<file path="src/hdl/crmc_ram.sv">
`timescale 1ns / 1ps
module crmc_ram #(
    parameter int WIDTH = 32,
    parameter int DEPTH = 16,
    parameter int ADDR_BITS = (DEPTH > 1) ? $clog2(DEPTH) : 1
) (
    input  logic                 clk,
    input  logic                 we,
    input  logic [ADDR_BITS-1:0] waddr,
    input  logic [WIDTH-1:0]     wdata,
    input  logic [ADDR_BITS-1:0] raddr,
    output logic [WIDTH-1:0]     rdata
);

    logic [WIDTH-1:0] mem [DEPTH];

    always_ff @(posedge clk)
    begin
        if (we)
        begin
            mem[waddr] <= wdata;
        end
        rdata <= mem[raddr];
    end

endmodule

</file>
<file path="config.mk">
export PLATFORM = sky130hd
export DESIGN_NAME = crmc_ram
export DESIGN_NICKNAME = d
export VERILOG_FILES = /design/src/hdl/crmc_ram.sv
export SDC_FILE = /design/constraint.sdc
export NUM_CORES = 1
export LEC_CHECK = 0
export BUFFER_PORTS_ARGS = -buffer_cell sky130_fd_sc_hd__buf_2
export CAP_MARGIN = 40
export CORE_MARGIN = 2
export CORE_UTILIZATION = 55
export CTS_CLUSTER_DIAMETER = 80
export DETAILED_ROUTE_END_ITERATION = 10
export PLACE_DENSITY = 0.75
export SYNTH_ARGS = -nofsm -noshare
export SYNTH_HDL_FRONTEND = slang
export SYNTH_SLANG_ARGS = --single-unit
</file>
<file path="constraint.sdc">
create_clock -name clk -period 6 [get_ports clk]
set_clock_uncertainty 0.1 [all_clocks]
set_input_delay 0 -clock clk [delete_from_list [all_inputs] [get_ports clk]]
set_output_delay 0 -clock clk [all_outputs]
set_load 0.005 [all_outputs]
</file>
==> out/qor.yml, run 1 <==
run_status:
  outcome: "complete, no violations"
synthesis:
  postSynthCellCount: 838
  ys_seq_elements: 544
  synth_top_area_share_pct: 77.44
  ys_warn_count: 0
  syn-num-nets: 880
  synth.area.top_cells: "edfxtp_1 (77%), mux4_2 (15%), dfxtp_1 (3.2%)"
  yosysSeqAreaShare_pct: 80.67
  ys_types: 18
  synth.largest_area_cell: "edfxtp_1"
  synth_area_mm2: 0.01985
  syn_avg_cell_area_um2: 23.69
timing:
  setup_viol: 0
  hold_slack_ps: 30.33
  fmax_mhz: 411.8
  relSlewSlack_pct: 50.94
  rsz0062_at_grt: "no"
  post-route-min-period_ps: 2428
  period_share_pct: 40.47
  hold_viol: 0
  tightest_slew_ps: 735.9
  report.final.slew_viol_count: 0
  timing.setup.tns_ps: 0
cells_and_area:
  drive_above_1_share_pct: 31.52
  fillCellCount: 2271
  nets: 1027
  area_growth_pct: 15.89
floorplan:
  floorplan.initialDensity_pct: 55.82
  die_h_um: 194.0
  ioPinCount: 74
  coreArea_mm2: 0.03557
  die_w_um: 194.0
  die_area_mm2: 0.03763
  rows: 69
drt:
  drtAntennaViolNets: 0
  via_count: 9230
  wirelength_mm: 40.65
  drc: 0
  routed_via_density: 6.195
  firstDrtPassIters: 5
  drtIter0Drc: 936
  wire_per_inst_um: 27.28
min_path:
  hold_class: "in -> reg"
critical_path:
  end_kind: "flop"
  required_ps: 6100
  startpoint_type: "input pin"
  arrival_ps: 2530
  path_max_fanout: 24
  criticalPathCategory: "in -> reg"
pwr:
  p_leak_nw: 7.459
  finalPower_mw: 7.831
  peakVddDrop_mv: 0.2737
  p_per_area_mw_per_mm2: 340.3
run:
  drv_cap: 0
clocking:
  clk_pin_slew_ps: 60
  clockBufferDepth: 3
  cts_setup_buffers: 0
  worst_skew_pair.late_latency_ps: 580
  htreeDepth: 2
  cts-root-buf: "clkbuf_16"
  cts_tree: "built"
  cts_buffers: 51
  cts.sinks: 544
global_route:
  grt_max_degree: 48
  grt_use_total_pct: 21.95
  grt_pass1_wl_mm: 60.62
  antenna_found_initial: 1
  grt_pass1_vias: 9620
  grt_remaining_overflow: 0
placed_design:
  hpwl_mm: 20.37
  gp_congestion: 0.6846
  io_buffers: 73
==> worst paths after layout <==
| kind | cells after the start | startpoint | slack [ps] | end |
|---|---|---|---|---|
| worst max register to register | 3 | mem[0][20]$_DFFE_PP_ | 4550 | rdata[20]$_DFF_P_ |
| worst max-delay path | 7 | waddr[3] | 3570 | mem[4][0]$_DFFE_PP_ |
| worst min-delay path | 3 | we | 30 | mem[2][14]$_DFFE_PP_ |
| worst min register to register | 3 | mem[14][1]$_DFFE_PP_ | 570 | rdata[1]$_DFF_P_ |
==> through the flow <==
| step | cells | area, µm² | util, % | setup WS, ps |
|---|---|---|---|---|
| 2_1_floorplan | 838 | 19850 | - | 2720 |
| 3_3_place_gp | 1352 | 20890 | 58.73 | 3337 |
| 3_5_place_dp | 1356 | 20950 | 58.91 | 3393 |
| 4_1_cts | 1489 | 23010 | 64.68 | 3552 |
| 5_1_grt | 1490 | 23010 | 64.69 | 3465 |
| 6_report | 1490 | 23010 | 64.69 | 3572 |
==> cells by family (layout without fill, tap and decap cells) <==
| family | after synthesis | after routing | share of synthesized area, % |
|---|---|---|---|
| AO/OA/AOI/OAI | 64 | 64 | 2.420 |
| multiplexers | 128 | 128 | 14.52 |
| buffers and inverters | 43 | 233 | 1.122 |
| other | 0 | 1 | 0 |
| flip-flops | 544 | 544 | 80.67 |
| AND/OR/NAND/NOR | 59 | 59 | 1.273 |
==> flip-flops by register name (all words and copies together) (netlist names) <==
signal,cells
rdata,32
mem,512
==> repair_timing <==
| action | CTS | global route |
|---|---|---|
| gates resized for setup | 0 | 0 |
| endpoints found under the hold margin | 543 | 0 |
| hold buffers | 37 | 0 |
==> placed cells by master, fill, tap and decap left out, drive strengths merged <==
cell,instances
a22oi,64
and2,1
buf,99
bufinv,3
clkbuf,81
clkinv,9
clkinvlp,1
dfxtp,32
diode,1
dlygate4sd3,37
edfxtp,512
inv,3
mux4,128
nand2,33
nand2b,2
nand3,1
nand3b,2
nor2,13
nor2b,2
nor3,4
or3b,1
==> worst max-delay path, stage by stage <==
cell and delay [ps]:
dlygate4sd3_1 530, buf_2 140, nand3b_1 360, nor3_2 200, dlygate4sd3_1 610, buf_4 210
buf_4 460
==> synth_stat cells, drive strengths merged <==
| library cell | n |
|---|---|
| edfxtp | 512 |
| mux4 | 128 |
| a22oi | 64 |
| nand2 | 33 |
| dfxtp | 32 |
| buf | 26 |
| clkbuf | 17 |
| nor2 | 13 |
| nor3 | 4 |
| nand2b | 2 |
| nand3b | 2 |
| nor2b | 2 |
| and2 | 1 |
| nand3 | 1 |
| or3b | 1 |
==> layer usage <==
metal / wire (µm) / up-vias / GRT usage (%)
li1: - / 3866 / -
met1: 16040 / 4857 / 31.41
met2: 20680 / 432 / 36.38
met3: 3095 / 75 / 3.288
met4: 829 / 0 / 5.359
met5: 0 / - / 0
==> final cells by class <==
| class | instances | area, µm² | area share (%) |
|---|---|---|---|
| Antenna cell | 1 | 2.502 | 0.01088 |
| Clock buffer | 80 | 1495 | 6.498 |
| Clock inverter | 16 | 187.7 | 0.8157 |
| Multi-Input combinational cell | 251 | 3750 | 16.30 |
| Sequential cell | 544 | 16020 | 69.60 |
| Tap cell | 461 | 576.8 | 2.507 |
| Timing Repair Buffer | 137 | 982.2 | 4.269 |
==> power breakdown <==
group          leakage, nW  switching (mW)  total [mW]  internal, mW
clock network        0.824            1.33        3.18          1.85
registers             4.89          0.0260        4.27          4.25
logic                 1.74           0.213       0.380         0.167
total                 7.46            1.57        7.83          6.27
No activity file was read; power rests on OpenSTA's default activity.
==> inputs of run 2 (changes only) <==
--- a/config.mk
+++ b/config.mk
@@ -11,7 +11,7 @@
 export CORE_UTILIZATION = 55
 export CTS_CLUSTER_DIAMETER = 80
 export DETAILED_ROUTE_END_ITERATION = 10
-export PLACE_DENSITY = 0.75
+export PLACE_DENSITY = 0.78
 export SYNTH_ARGS = -nofsm -noshare
 export SYNTH_HDL_FRONTEND = slang
 export SYNTH_SLANG_ARGS = --single-unit
==> constraint.sdc (replaced) <==
create_clock -name clk -period 2.1 [get_ports clk]
set_clock_uncertainty 0.1 [all_clocks]
set_input_delay 0 -clock clk [delete_from_list [all_inputs] [get_ports clk]]
set_output_delay 0 -clock clk [all_outputs]
set_load 0.005 [all_outputs]
==> out/qor.yml, run 2 (synthesis results as in run 1) <==
pwr:
  p_leak_nw: 7.686  # was 7.459 nW
  p_clk_share_pct: 41.1  # was 40.6%
  seqPwrFrac_pct: 53.8  # was 54.6%
  peakVddDrop_mv: 0.8445  # was 0.2737 mV
  p_comb_share_pct: 5.1  # was 4.9%
  p_per_area_mw_per_mm2: 967.6  # was 340.3 mW/mm²
  p_switching_mw: 4.582  # was 1.566 mW
  p_int_mw: 18.14  # was 6.265 mW
  sw_frac_of_total_pct: 20.17  # was 20.00%
critical_path:
  arrival_ps: 2340  # was 2530 ps
  end_kind: "flop"  # unchanged
  path_max_fanout: 13  # was 24
  required_ps: 2440  # was 6100 ps
  startpoint_type: "input pin"  # unchanged
  criticalPathCategory: "in -> reg"  # unchanged
timing:
  period_share_pct: 95.14
  report.final.slew_viol_count: 0  # unchanged
  post-route-min-period_ps: 1998
  relSlewSlack_pct: 62.02  # was 50.94%
  fmax_mhz: 500.5
  hold_viol: 0  # unchanged
  tightest_slew_ps: 568.0  # was 735.9 ps
  setup_viol: 0  # unchanged
  rsz0062_at_grt: "no"  # unchanged
  fin_ws_ps: 102.1  # was 3572 ps
  hold_slack_ps: 53.67  # was 30.33 ps
min_path:
  hold_class: "in -> reg"  # unchanged
cells_and_area:
  largest_reg_flops: 512  # unchanged
  area_growth_pct: 18.25  # was 15.89%
  postLayoutCoreUtil_pct: 66.01  # was 64.69%
  fillCellCount: 2212  # was 2271
  reg_top3: "mem (512), rdata (32)"  # unchanged
  final_cell_mix: "edfxtp_1 (512), mux4_2 (128), buf_2 (71), a22oi_1 (64), clkbuf_16 (54)"  # was edfxtp_1 (512), mux4_2 (128), buf_2 (71), a22oi_1 (64), clkbuf_16 (51)
  layout_commonest_cell: "edfxtp_1"  # unchanged
  nets: 1053  # was 1027
  regMostFlops: "mem"  # unchanged
  drive_above_1_share_pct: 33.49  # was 31.52%
run:
  drv_cap: 0  # unchanged
global_route:
  grt_pass1_wl_mm: 63.18  # was 60.62 mm
  antenna_found_initial: 1  # unchanged
  grt_max_degree: 48  # unchanged
  grt_use_total_pct: 22.87  # was 21.95%
  grt_remaining_overflow: 0  # unchanged
  grt_pass1_vias: 9857  # was 9620
drt:
  routed_via_density: 6.199  # was 6.195
  via_count: 9404  # was 9230
  wire_per_inst_um: 27.78  # was 27.28 µm
  firstDrtPassIters: 5  # unchanged
  drtIter0Drc: 1012  # was 936
  drtAntennaViolNets: 0  # unchanged
  drc: 0  # unchanged
  wirelength_mm: 42.14  # was 40.65 mm
clocking:
  cts_buffers: 52  # was 51
  htreeDepth: 2  # unchanged
  cts-root-buf: "clkbuf_16"  # unchanged
  clk_pin_slew_ps: 60  # about the same
  cts_tree: "built"  # unchanged
  cts.sinks: 544  # unchanged
  worst_skew_pair.late_latency_ps: 570  # was 580 ps
  clockBufferDepth: 3  # unchanged
  cts_setup_buffers: 0  # unchanged
floorplan:
  die_h_um: 194.0  # unchanged
  floorplan.initialDensity_pct: 55.82  # unchanged
  die_w_um: 194.0  # unchanged
  coreArea_mm2: 0.03557  # unchanged
  ioPinCount: 74  # unchanged
  rows: 69  # unchanged
  die_area_mm2: 0.03763  # unchanged
run_status:
  outcome: "complete, no violations"  # unchanged
placed_design:
  hpwl_mm: 22.98  # was 20.37 mm
  dpl_worst_slack_ps: 333.9  # was 3393 ps
  io_buffers: 73  # unchanged
  gp_congestion: 0.7329  # was 0.6846
==> run 2: power groups by stage <==
stage	combinational, mW	clock (mW)	sequential, mW
6_report	1.15	9.33	12.2
3_3_place_gp	1.05	0	12.4
5_1_grt	1.24	9.85	12.2
3_5_place_dp	1.09	0	12.5
2_1_floorplan	0.586	0	12.4
4_1_cts	1.17	9.47	12.2
==> run 2: final cells by class <==
cell class	instances	area, µm²	share of cell area, %
diodes	2	5.005	0.02132
clock buffers	69	1488	6.337
clock inverters	28	260.3	1.109
multi-input cells	251	3775	16.08
flip-flops and latches	544	16020	68.22
well taps	461	576.8	2.457
repair buffers	162	1358	5.782
==> run 2: metal layers <==
layer,vias to the layer above,part of all wire [%],GRT usage (%)
li1,3928,-,-
met1,4924,39,32.74
met2,475,50,36.60
met3,77,8.6,4.122
met4,0,2.7,7.155
met5,-,0,0
==> run 2: through the flow <==
stage / cell area, µm² / setup TNS [ps] / power, mW / std cells
3_3_place_gp: 21240 / 0 / 13.49 / 1374
3_5_place_dp: 21300 / 0 / 13.54 / 1377
5_1_grt: 23470 / 0 / 23.34 / 1515
6_report: 23480 / 0 / 22.72 / 1517
4_1_cts: 23460 / 0 / 22.87 / 1515
2_1_floorplan: 19890 / -33230 / 13.01 / 838
==> run 2: path summary, 6_finish.rpt <==
path	end	startpoint	slack [ps]	cells after the start
max	rdata[7]$_DFF_P_	raddr[0]	100	7
min	mem[0][11]$_DFFE_PP_	waddr[0]	50	3
max reg2reg	rdata[7]$_DFF_P_	mem[2][7]$_DFFE_PP_	210	4
min reg2reg	rdata[0]$_DFF_P_	mem[15][0]$_DFFE_PP_	570	3
==> run 2: worst max-delay path, cell delays in order <==
cell and delay (ps):
dlygate4sd3_1 540, clkbuf_8 220, buf_8 210, mux4_2 530, a22oi_1 210, dlygate4sd3_1 570
nand2_1 50
==> run 2: what timing repair did <==
action	in CTS	in global routing
hold buffers	41	0
setup endpoints to repair	0	1
endpoints found under the hold margin	532	0
gates resized for setup	0	3
